<file path="src/hw/rtl/gfas_pkg.sv">
`timescale 1ns / 1ps
// Shared types and constants for the grid forward advection splat block.
package gfas_pkg;

	localparam int ACC_W  = 24;
	localparam int IN_W   = 16;
	localparam int CELL_W = 6;
	localparam int CFG_W  = 6;
	localparam int SUM_W  = ACC_W + 2;

	localparam logic signed [SUM_W-1:0] ACC_MAX = SUM_W'(8388607);
	localparam logic signed [SUM_W-1:0] ACC_MIN = -SUM_W'(8388608);

	localparam logic [1:0] CMD_CLEAR = 2'd0;
	localparam logic [1:0] CMD_SPLAT = 2'd1;
	localparam logic [1:0] CMD_READ  = 2'd2;
	localparam logic [1:0] CMD_NONE  = 2'd3;

	localparam logic REG_MODE = 1'b0;
	localparam logic REG_GRID = 1'b1;

	localparam logic [CFG_W-1:0] GRID_RESET = CFG_W'(62);

	typedef enum logic [3:0] {
		ST_INIT,
		ST_IDLE,
		ST_CLEAR,
		ST_GEO,
		ST_CHECK,
		ST_ADDR,
		ST_READ,
		ST_WRITE,
		ST_RADDR,
		ST_RREAD,
		ST_RESULT
	} gfas_state_t;

	typedef struct packed {
		logic       init_wr;
		logic       load;
		logic       clr_wr;
		logic       addr_en;
		logic       rsel;
		logic       rd_en;
		logic       acc_wr;
		logic [1:0] corner;
	} gfas_ctl_t;

	typedef struct packed {
		logic init_last;
		logic clr_last;
		logic splat_ok;
	} gfas_sts_t;

endpackage

</file>
<file path="src/hw/rtl/gfas_ctrl.sv">
`timescale 1ns / 1ps
// Sequencer for reset sweep, clear sweep, splat corners and reads.
module gfas_ctrl import gfas_pkg::*; (
	input  logic       clk,
	input  logic       arst_n,
	input  logic       start,
	input  logic [1:0] cmd,
	output logic       busy,
	output logic       done,
	output gfas_ctl_t  ctl,
	input  gfas_sts_t  sts
);

	gfas_state_t state_q, state_d;
	logic [1:0]  corner_q;

	always_ff @(posedge clk or negedge arst_n) begin
		if (!arst_n) begin
			state_q  <= ST_INIT;
			corner_q <= '0;
		end else begin
			state_q <= state_d;
			if (state_q == ST_CHECK) begin
				corner_q <= '0;
			end else if (state_q == ST_WRITE) begin
				corner_q <= corner_q + 2'd1;
			end
		end
	end

	always_comb begin
		state_d = state_q;
		case (state_q)
			ST_INIT: begin
				if (sts.init_last) state_d = ST_IDLE;
			end
			ST_IDLE: begin
				if (start) begin
					case (cmd)
						CMD_CLEAR: state_d = ST_CLEAR;
						CMD_SPLAT: state_d = ST_GEO;
						CMD_READ:  state_d = ST_RADDR;
						default:   state_d = ST_IDLE;
					endcase
				end
			end
			ST_CLEAR: begin
				if (sts.clr_last) state_d = ST_IDLE;
			end
			ST_GEO:   state_d = ST_CHECK;
			ST_CHECK: state_d = sts.splat_ok ? ST_ADDR : ST_IDLE;
			ST_ADDR:  state_d = ST_READ;
			ST_READ:  state_d = ST_WRITE;
			ST_WRITE: state_d = (corner_q == 2'd3) ? ST_IDLE : ST_ADDR;
			ST_RADDR: state_d = ST_RREAD;
			ST_RREAD: state_d = ST_RESULT;
			ST_RESULT: state_d = ST_IDLE;
			default:  state_d = ST_IDLE;
		endcase
	end

	always_comb begin
		ctl        = '0;
		ctl.corner = corner_q;
		busy       = 1'b1;
		done       = 1'b0;
		case (state_q)
			ST_INIT:   ctl.init_wr = 1'b1;
			ST_IDLE: begin
				busy     = 1'b0;
				ctl.load = start;
			end
			ST_CLEAR:  ctl.clr_wr = 1'b1;
			ST_ADDR:   ctl.addr_en = 1'b1;
			ST_READ:   ctl.rd_en = 1'b1;
			ST_WRITE:  ctl.acc_wr = 1'b1;
			ST_RADDR: begin
				ctl.addr_en = 1'b1;
				ctl.rsel    = 1'b1;
			end
			ST_RREAD:  ctl.rd_en = 1'b1;
			ST_RESULT: done = 1'b1;
			default:   busy = 1'b1;
		endcase
	end

endmodule

</file>
<file path="config.mk">
export PLATFORM = sky130hd
export DESIGN_NAME = gfas_ctrl
export DESIGN_NICKNAME = d
export VERILOG_FILES = /design/src/hw/rtl/gfas_pkg.sv /design/src/hw/rtl/gfas_ctrl.sv
export SDC_FILE = /design/constraint.sdc
export NUM_CORES = 1
export LEC_CHECK = 0
export BUFFER_PORTS_ARGS = -buffer_cell sky130_fd_sc_hd__buf_2
export CAP_MARGIN = 10
export CORE_AREA = 5 5 42 44
export CTS_CLUSTER_DIAMETER = 200
export CTS_CLUSTER_SIZE = 20
export DETAILED_ROUTE_END_ITERATION = 16
export DIE_AREA = 0 0 47 49
export PLACE_DENSITY = 0.76
export SLEW_MARGIN = 5
export SYNTH_ARGS = -nofsm -noshare
export SYNTH_HDL_FRONTEND = slang
export SYNTH_SLANG_ARGS = --single-unit
</file>
<file path="constraint.sdc">
create_clock -name clk -period 1.57 [get_ports clk]
set_clock_uncertainty 0.05 [all_clocks]
set_input_delay 0.2355 -clock clk [delete_from_list [all_inputs] [get_ports clk]]
set_output_delay 0.2355 -clock clk [all_outputs]
set_load 0.05 [all_outputs]
</file>
==> reports/qor.csv, run 1 <==
stage,metric,value,unit
layout,fillers,126,
global_route,grt_overflow,0,
cts,htree_levels,1,
die,core,1401,um^2
setup_path,start_kind,flop,
synth,postSynthCellCount,58,
cts,cts_buffer_depth,2,
pwr,power_density,2286,nW/um^2
synth,ys_warn_count,0,
placement,io_buffers,18,
setup_path,setup.worst_path.start,state_q[0],
global_route,antenna_found_initial,0,
synth,ys_types,29,
setup_path,crit_chain,"nand2b_2, nor3_2, buf_6",
detailed_routing,drc_errors,0,
setup_path,end_kind,output port,
min_path,hold_path.class,in2reg,
synth,synth_nets,67,
cts,cts_tree,built,
synth,async_reset_ff_share,100.0,%
setup_path,crit_required,1280,ps
placement,routabilityCongestion,0.8316,
placement,dpl_cell_area,660.6,um^2
synth,synth_ff_type,dfrtp_1,
detailed_routing,num_vias,591,
global_route,grt_pass1_wl,2325,um
timing,max-slew-margin-rel,81.47,%
timing,layout_min_cycle_time,1627,ps
synth,netlist_area,499.2,um^2
placement,dp_slack,124.0,ps
layout,drive_gt1_share,60.64,%
timing,tightest_slew,275.5,ps
die,dieArea,2303,um^2
setup_path,slowest_stage,dfrtp_1,
timing,tns,-239.1,ps
cts,cts_buffers,3,
die,die_h,49,um
timing,setup_viol,6,
setup_path,worst-path-max-fanout,6,
synth,synth-seq-area-share,30.08,%
layout,areaGrowthSynthToFinish,81.45,%
cts,clk_latency,240,ps
outcome,status,finished with violations,
cts,clock-sinks,6,
detailed_routing,viasPerCell,5.373,
setup_path,crit_arrival,1340,ps
cts,root_buffer,clkbuf_4,
job,cap_violations,0,
pwr,p_leak,0.4102,nW
die,rows,14,
synth,synth_area_per_cell,8.607,um^2
timing,setup_slack,-57.22,ps
timing,fin_crit_sh,103.6,%
die,io_pins,19,
timing,max_freq,614.5,MHz
timing,final_hold_viol_count,0,
setup_path,slowest_delay,440,ps
layout,layout.cells.non_filler,110,
detailed_routing,drt-wirelength-per-cell,15.22,um
setup_path,r2r_start,state_q[2],
layout,final_util,64.64,%
setup_path,reg2regPathDepth,4,
setup_path,worst-path-buf-inv,1,
layout,antenna_cells,0,
setup_path,path_depth,3,
global_route,grt_max_degree,13,
setup_path,cp_top_family,simple AND/OR/NAND/NOR gates,
detailed_routing,detail-route-antenna-nets,0,
detailed_routing,drt_first_pass_iters,4,
die,die_x,47,um
placement,placed_cells,97,
synth,synth_edf_count,0,
die,initial_core_util,35.63,%
global_route,grt_use_total,13.59,%
detailed_routing,wl,1674,um
detailed_routing,dr.first_iter.drc_count,10,
global_route,grt_pass1_vias,552,
timing,rsz0062_at_grt,true,
placement,hpwl,1026,um
outcome,violations,setup timing,
synth,ys_ff_latch,6,
layout,nets,105,
setup_path,timing.rr.end,state_q[2],
pwr,ir_drop,1.471,mV
cts,path_clk_slew,40,ps
timing,final_max_slew_viol_count,0,
setup_path,ff2ff_setup_slack,170,ps
layout,design_area,905.9,um^2
setup_path,crit_type,reg2out,
setup_path,crit_path_end,ctl[6],
state kept, by name, indices dropped and copies added (netlist names):
signal / count
state_q: 4
corner_q: 2
timing repair:
action	4_1_cts	5_1_grt
setup buffers	6	3
endpoints found under the setup margin	9	9
hold buffers	1	0
hold endpoints to repair	6	0
resized for setup	21	17
power breakdown:
part | switching, mW | internal, mW
logic | 0.891 | 0.736
registers | 0.0817 | 0.222
clock network | 0.0536 | 0.0863
total | 1.03 | 1.04
per-stage QoR:
step                hold WS [ps]  power [mW]
floorplan                 -110.1       1.174
global placement           13.88       1.439
detailed placement         16.03       1.456
CTS                        236.1       1.850
global route               245.0       2.180
finish                     235.9       2.071
tightest hold or removal path, delay by kind of cell:
family / cells / cell delay, ps
buffers and inverters: 1 / 80
AO/OA/AOI/OAI: 2 / 180
Yosys cell counts (2+ instances only):
| master | number | area [um^2] |
|---|---|---|
| dfrtp_1 | 6 | 150.1 |
| nand2_1 | 6 | 22.52 |
| nor2_1 | 6 | 22.52 |
| inv_1 | 4 | 15.01 |
| nand2b_1 | 4 | 25.02 |
| nor3_1 | 3 | 15.01 |
| o22ai_1 | 3 | 18.77 |
| buf_2 | 2 | 10.01 |
| buf_6 | 2 | 22.52 |
| nor2b_1 | 2 | 12.51 |
| o21ai_0 | 2 | 10.01 |
layer usage:
metal  global-route usage, %  wire (um)
met1                   16.29        667
met2                   22.40        893
met3                   1.845         81
met4                   6.912         31
met5                       0          0
cell usage in the layout, fill, tap and decap left out, types with 3 or more instances in the layout:
| master | Yosys | layout |
|---|---|---|
| buf_2 | 2 | 9 |
| buf_4 | 0 | 15 |
| buf_6 | 2 | 11 |
| clkbuf_4 | 0 | 3 |
| dfrtp_1 | 6 | 5 |
| inv_1 | 4 | 4 |
| nand2_1 | 6 | 6 |
| nor2_1 | 6 | 3 |
| nor2_4 | 0 | 3 |
worst min-delay path by stage:
stage                 from          end  slack (ps)  cells after the start
finish              sts[2]   state_q[0]         240                      3
global route        sts[2]   state_q[0]         240                      3
CTS                 sts[2]   state_q[0]         240                      3
detailed placement  arst_n  corner_q[1]          20                      1
global placement    arst_n  corner_q[0]          10                      1
floorplan           arst_n  corner_q[0]        -110                      0
area by class of cell:
| type | instances | area (um^2) | share of cell area [%] |
|---|---|---|---|
| sequential | 6 | 151.4 | 16.71 |
| multi-input combinational | 44 | 390.4 | 43.09 |
| tap | 16 | 20.02 | 2.210 |
| timing repair buffer | 37 | 306.5 | 33.84 |
| inverter | 4 | 15.01 | 1.657 |
| clock buffer | 3 | 22.52 | 2.486 |
cell families (layout without fill, tap and decap cells):
kind of cell	Yosys count	in the layout	synth area share, %
AND/OR/NAND/NOR	28	28	32.83
multiplexers	2	2	4.261
adder cells (fa/ha/maj)	1	1	2.506
flip-flops	6	6	30.07
buffers and inverters	8	44	9.523
AO/OA/AOI/OAI	13	13	20.80
(Power assumes the default switching activity.)
==> run 2: changes to the inputs <==
--- a/config.mk
+++ b/config.mk
@@ -5,6 +5,7 @@
 export SDC_FILE = /design/constraint.sdc
 export NUM_CORES = 1
 export LEC_CHECK = 0
+export ABC_AREA = 0
 export BUFFER_PORTS_ARGS = -buffer_cell sky130_fd_sc_hd__buf_2
 export CAP_MARGIN = 10
 export CORE_AREA = 5 5 42 44
==> constraint.sdc (replaced) <==
create_clock -name clk -period 1.6 [get_ports clk]
set_clock_uncertainty 0.05 [all_clocks]
set_input_delay 0.24 -clock clk [delete_from_list [all_inputs] [get_ports clk]]
set_output_delay 0.24 -clock clk [all_outputs]
set_load 0.05 [all_outputs]
==> reports/qor.csv, run 2 (same netlist as run 1, synthesis figures left out) <==
stage,metric,value,unit,change
cts,root_buffer,clkbuf_4,,
timing,setup_viol,3,,-3
layout,areaGrowthSynthToFinish,85.96,%,
setup_path,end_kind,output port,,
setup_path,ff2ff_setup_slack,250,ps,+80 ps
timing,max-slew-margin-rel,79.52,%,-2.0 points
layout,final_common_cell,buf_4,,
layout,fillers,119,,-5.6%
setup_path,slowest_stage,dfrtp_2,,
global_route,grt_max_degree,12,,-1
setup_path,start_kind,flop,,
detailed_routing,viasPerCell,5.278,,-1.8%
pwr,power_density,2212,nW/um^2,-3.2%
die,initial_core_util,35.63,%,unchanged
die,dieArea,2303,um^2,unchanged
cts,path_clk_slew,40,ps,about the same
detailed_routing,wl,1661,um,-0.78%
timing,setup_slack,-69.49,ps,-12.27 ps
layout,mostFrequentLayoutCells,"12 x buf_4, 10 x buf_6, 9 x buf_2",,
global_route,grt_pass1_wl,2380,um,+2.4%
setup_path,worst-path-max-fanout,3,,-3
detailed_routing,drc_errors,0,,unchanged
pwr,ir_drop,1.221,mV,-17%
job,cap_violations,0,,unchanged
setup_path,timing.rr.end,corner_q[1],,
timing,final_max_slew_viol_count,0,,unchanged
min_path,hold_path.class,in2reg,,
outcome,violations,setup timing,,
pwr,p_leak,0.4044,nW,-1.4%
min_path,holdPathStages,3,,unchanged
placement,hpwl,1039,um,+1.3%
cts,htree_levels,1,,unchanged
layout,largest_reg_flops,4,,unchanged
placement,routabilityCongestion,0.7575,,-8.9%
layout,drive_gt1_share,64.13,%,+3.5 points
timing,final_hold_viol_count,0,,unchanged
cts,cts_buffer_depth,2,,unchanged
detailed_routing,dr.first_iter.drc_count,2,,-8
cts,clock-sinks,6,,unchanged
setup_path,crit_required,1310,ps,+30 ps
min_path,min_from,sts[2],,
timing,fin_crit_sh,104.3,%,
setup_path,reg2regPathDepth,4,,unchanged
timing,max_freq,599.0,MHz,
layout,reg.largest.list,"state_q: 4 flops, corner_q: 2 flops",,
layout,nets,103,,-1.9%
global_route,antenna_found_initial,0,,unchanged
detailed_routing,drt-wirelength-per-cell,15.38,um,+1.1%
layout,antenna_cells,0,,unchanged
die,rows,14,,unchanged
timing,layout_min_cycle_time,1669,ps,
detailed_routing,detail-route-antenna-nets,0,,unchanged
global_route,grt_use_total,14.64,%,+1.1 points
die,core,1401,um^2,unchanged
die,io_pins,19,,unchanged
cts,clk_latency,250,ps,about the same
setup_path,crit_chain,"nand2b_4, mux2_4, nor2_4, buf_6",,
setup_path,slowest_delay,450,ps,about the same
die,die_h,49,um,unchanged
detailed_routing,num_vias,570,,-3.6%
detailed_routing,drt_first_pass_iters,2,,-2
die,die_x,47,um,unchanged
layout,top_register,state_q,,
min_path,min_to,state_q[0],,
global_route,grt_overflow,0,,unchanged
setup_path,r2r_start,state_q[3],,
cts,cts_tree,built,,
layout,final_util,66.25,%,+1.6 points
placement,io_buffers,18,,unchanged
timing,rsz0062_at_grt,true,,
global_route,grt_pass1_vias,535,,-3.1%
outcome,status,finished with violations,,
pwr,finalPower,2.054,mW,-0.81%
setup_path,crit_type,reg2out,,
timing,tightest_slew,306.6,ps,+31.06 ps
setup_path,crit_arrival,1380,ps,+40 ps
cts,cts_buffers,3,,unchanged
run 2: cell count changes in the layout (fill, tap and decap cells not counted), sizes merged:
cell,change
buf,-2
run 2: worst max path at each step:
stage / from / end / slack, ps / cells past startpoint
2_1_floorplan: state_q[1] / ctl[8] / -220 / 2
3_3_place_gp: state_q[2] / ctl[7] / 120 / 4
3_5_place_dp: state_q[2] / ctl[7] / 110 / 4
4_1_cts: state_q[2] / ctl[5] / -60 / 4
5_1_grt: state_q[3] / ctl[5] / -130 / 4
6_report: state_q[3] / ctl[5] / -70 / 4
run 2: worst max-delay path, delay by kind of cell, from the launching register on:
kind	cells	cell delay [ps]
simple gates	2	250
buf+inv	1	160
flops	1	450
mux	1	270
run 2: through the flow:
step | hold WS (ps) | setup WS [ps] | instance area [um^2] | TNS, ps | instances
after floorplan | -105.6 | -216.9 | 515.5 | -586.9 | 58
after detailed placement | 23.47 | 105.1 | 658.1 | 0 | 95
after global placement | 15.48 | 115.5 | 658.1 | 0 | 95
final | 262.0 | -69.49 | 928.4 | -110.0 | 108
after CTS | 248.0 | -64.12 | 784.5 | -89.80 | 102
after global routing | 258.2 | -127.7 | 928.4 | -344.4 | 108
run 2: power breakdown:
part	switching (mW)	total (mW)	internal (mW)
logic	0.855	1.57	0.715
clock network	0.0577	0.143	0.0851
registers	0.117	0.340	0.224
run 2: layout make-up:
type / instances / area (um^2) / share of cell area (%)
timing repair buffer: 35 / 307.8 / 33.15
multi-input combinational: 44 / 407.9 / 43.94
inverter: 4 / 15.01 / 1.617
clock buffer: 3 / 22.52 / 2.426
tap: 16 / 20.02 / 2.156
sequential: 6 / 155.1 / 16.71
run 2: routing by layer:
layer | part of all wire (%) | GRT usage (%) | vias to the layer above
met1 | 38 | 16.48 | 262
met4 | 4.3 | 8.295 | 0
li1 | - | - | 273
met3 | 7.4 | 6.642 | 10
met5 | 0 | 0 | -
met2 | 50 | 21.95 | 25
run 2: what timing repair did:
| action | 4_1_cts | 5_1_grt |
|---|---|---|
| hold buffers | 1 | 0 |
| hold endpoints to repair | 6 | 0 |
| gates resized for setup | 23 | 24 |
| pin swaps | 1 | 1 |
| setup endpoints to repair | 9 | 9 |
| buffers inserted | 3 | 6 |
==> run 3: changes to the inputs <==
--- a/config.mk
+++ b/config.mk
@@ -5,7 +5,6 @@
 export SDC_FILE = /design/constraint.sdc
 export NUM_CORES = 1
 export LEC_CHECK = 0
-export ABC_AREA = 0
 export BUFFER_PORTS_ARGS = -buffer_cell sky130_fd_sc_hd__buf_2
 export CAP_MARGIN = 10
 export CORE_AREA = 5 5 42 44
@@ -13,6 +12,7 @@
 export CTS_CLUSTER_SIZE = 20
 export DETAILED_ROUTE_END_ITERATION = 16
 export DIE_AREA = 0 0 47 49
+export MAX_ROUTING_LAYER = met4
 export PLACE_DENSITY = 0.76
 export SLEW_MARGIN = 5
 export SYNTH_ARGS = -nofsm -noshare
==> reports/qor.csv, run 3 (same netlist as run 1, synthesis figures left out) <==
stage,metric,value,unit,change
setup_path,crit_path_end,ctl[5],,
timing,layout_min_cycle_time,1660,ps,-9.349 ps
global_route,grt_pass1_vias,539,,+0.75%
setup_path,crit_type,reg2out,,
setup_path,slowest_stage,dfrtp_2,,
outcome,violations,setup timing,,
timing,final_max_slew_viol_count,0,,unchanged
pwr,power_density,2214,nW/um^2,about the same
layout,mostFrequentLayoutCells,"11 x buf_6, 9 x buf_2, 9 x buf_4",,
timing,setup_viol,3,,unchanged
layout,layout.cells.non_filler,105,,-2.8%
placement,io_buffers,18,,unchanged
global_route,grt_overflow,0,,unchanged
setup_path,crit_arrival,1370,ps,about the same
detailed_routing,viasPerCell,5.448,,+3.2%
setup_path,crit_required,1310,ps,about the same
pwr,p_leak,0.3892,nW,-3.8%
outcome,status,finished with violations,,
global_route,grt_max_degree,12,,unchanged
setup_path,r2r_start,state_q[3],,
setup_path,ff2ff_setup_slack,250,ps,about the same
min_path,hold_path.class,in2reg,,
cts,path_clk_slew,40,ps,about the same
setup_path,worst-path-max-fanout,3,,unchanged
detailed_routing,num_vias,572,,+0.35%
die,die_h,49,um,unchanged
die,dieArea,2303,um^2,unchanged
layout,final_common_cell,buf_6,,
layout,areaGrowthSynthToFinish,79.70,%,
global_route,grt_pass1_wl,2366,um,-0.59%
layout,largest_reg_flops,4,,unchanged
detailed_routing,drt-wirelength-per-cell,15.22,um,-1.0%
global_route,grt_use_total,14.94,%,+0.30 points
cts,cts_buffer_depth,2,,unchanged
cts,clock-sinks,6,,unchanged
detailed_routing,detail-route-antenna-nets,0,,unchanged
cts,htree_levels,1,,unchanged
timing,max_freq,602.4,MHz,+0.56%
setup_path,crit_chain,"nand2b_4, mux2_4, nor2_4, buf_6",,
detailed_routing,drc_errors,0,,unchanged
setup_path,timing.rr.end,corner_q[1],,
layout,fillers,117,,-1.7%
placement,placed_cells,95,,unchanged
die,die_x,47,um,unchanged
cts,cts_buffers,3,,unchanged
setup_path,reg2regPathDepth,4,,unchanged
cts,clk_latency,250,ps,about the same
die,io_pins,19,,unchanged
die,initial_core_util,35.63,%,unchanged
layout,top_register,state_q,,
pwr,ir_drop,1.201,mV,-1.7%
timing,rsz0062_at_grt,true,,
cts,root_buffer,clkbuf_4,,
detailed_routing,wl,1598,um,-3.8%
setup_path,end_kind,output port,,
layout,antenna_cells,0,,unchanged
timing,tightest_slew,310.9,ps,+4.317 ps
setup_path,slowest_delay,450,ps,about the same
setup_path,start_kind,flop,,
placement,hpwl,1039,um,unchanged
cts,cts_tree,built,,
die,core,1401,um^2,unchanged
timing,setup_slack,-60.15,ps,+9.349 ps
timing,final_hold_viol_count,0,,unchanged
global_route,antenna_found_initial,0,,unchanged
timing,fin_crit_sh,103.8,%,-0.58 points
timing,max-slew-margin-rel,79.23,%,-0.29 points
setup_path,setup.worst_path.start,state_q[3],,
layout,drive_gt1_share,62.92,%,-1.2 points
layout,reg.largest.list,"state_q: 4 flops, corner_q: 2 flops",,
job,cap_violations,0,,unchanged
placement,dp_slack,105.1,ps,unchanged
detailed_routing,drt_first_pass_iters,4,,+2
placement,routabilityCongestion,0.7674,,+1.3%
detailed_routing,dr.first_iter.drc_count,10,,+8
layout,nets,100,,-2.9%
die,rows,14,,unchanged
[run 3: final cells by class]
cell class | count | area [um^2] | area share [%]
tap | 16 | 20.02 | 2.232
sequential | 6 | 155.1 | 17.29
multi-input combinational | 44 | 402.9 | 44.91
timing repair buffer | 32 | 281.5 | 31.38
inverter | 4 | 15.01 | 1.674
clock buffer | 3 | 22.52 | 2.510
[run 3: how the worst min path moves through the flow]
stage / from / to / slack [ps] / cells past startpoint
final: sts[2] / state_q[0] / 260 / 3
after global routing: sts[2] / state_q[0] / 260 / 3
after CTS: sts[2] / state_q[0] / 250 / 3
after detailed placement: arst_n / state_q[3] / 20 / 1
after global placement: arst_n / state_q[0] / 20 / 1
after floorplan: arst_n / corner_q[0] / -110 / 0
[run 3: worst max-delay path: cells and delay by family, from the launching register on]
family / cells / cell delay (ps)
buffers and inverters: 1 / 160
multiplexers: 1 / 270
AND/OR/NAND/NOR: 2 / 250
flip-flops: 1 / 450
[run 3: repair_timing]
action | 4_1_cts | 5_1_grt
buffers inserted | 3 | 3
endpoints found under the setup margin | 9 | 9
gates resized for setup | 23 | 22
hold endpoints to repair | 6 | 0
hold buffers | 1 | 0
pin swaps | 1 | 0
[run 3: per-stage QoR]
step	instance area [um^2]	setup TNS, ps	hold WS, ps	utilization, %	total power [mW]
after floorplan	515.5	-586.9	-105.6	-	1.152
after global placement	658.1	0	15.48	46.96	1.402
after detailed placement	658.1	0	23.47	46.96	1.427
after CTS	784.5	-89.80	248.0	55.98	1.757
after global routing	897.1	-376.1	258.4	64.02	2.106
final	897.1	-87.13	263.4	64.02	1.986
[run 3: power by group]
group | leakage, nW | internal (mW) | switching, mW | total, mW
combinational | 0.309 | 0.668 | 0.833 | 1.50
sequential | 0.0668 | 0.224 | 0.118 | 0.342
clock | 0.0138 | 0.0851 | 0.0580 | 0.143
[run 3: layer usage]
metal  GRT usage [%]  wire length [um]
met5               -                 0
met4           8.295                83
met3           5.904               116
met2           22.17               813
met1           16.48               584
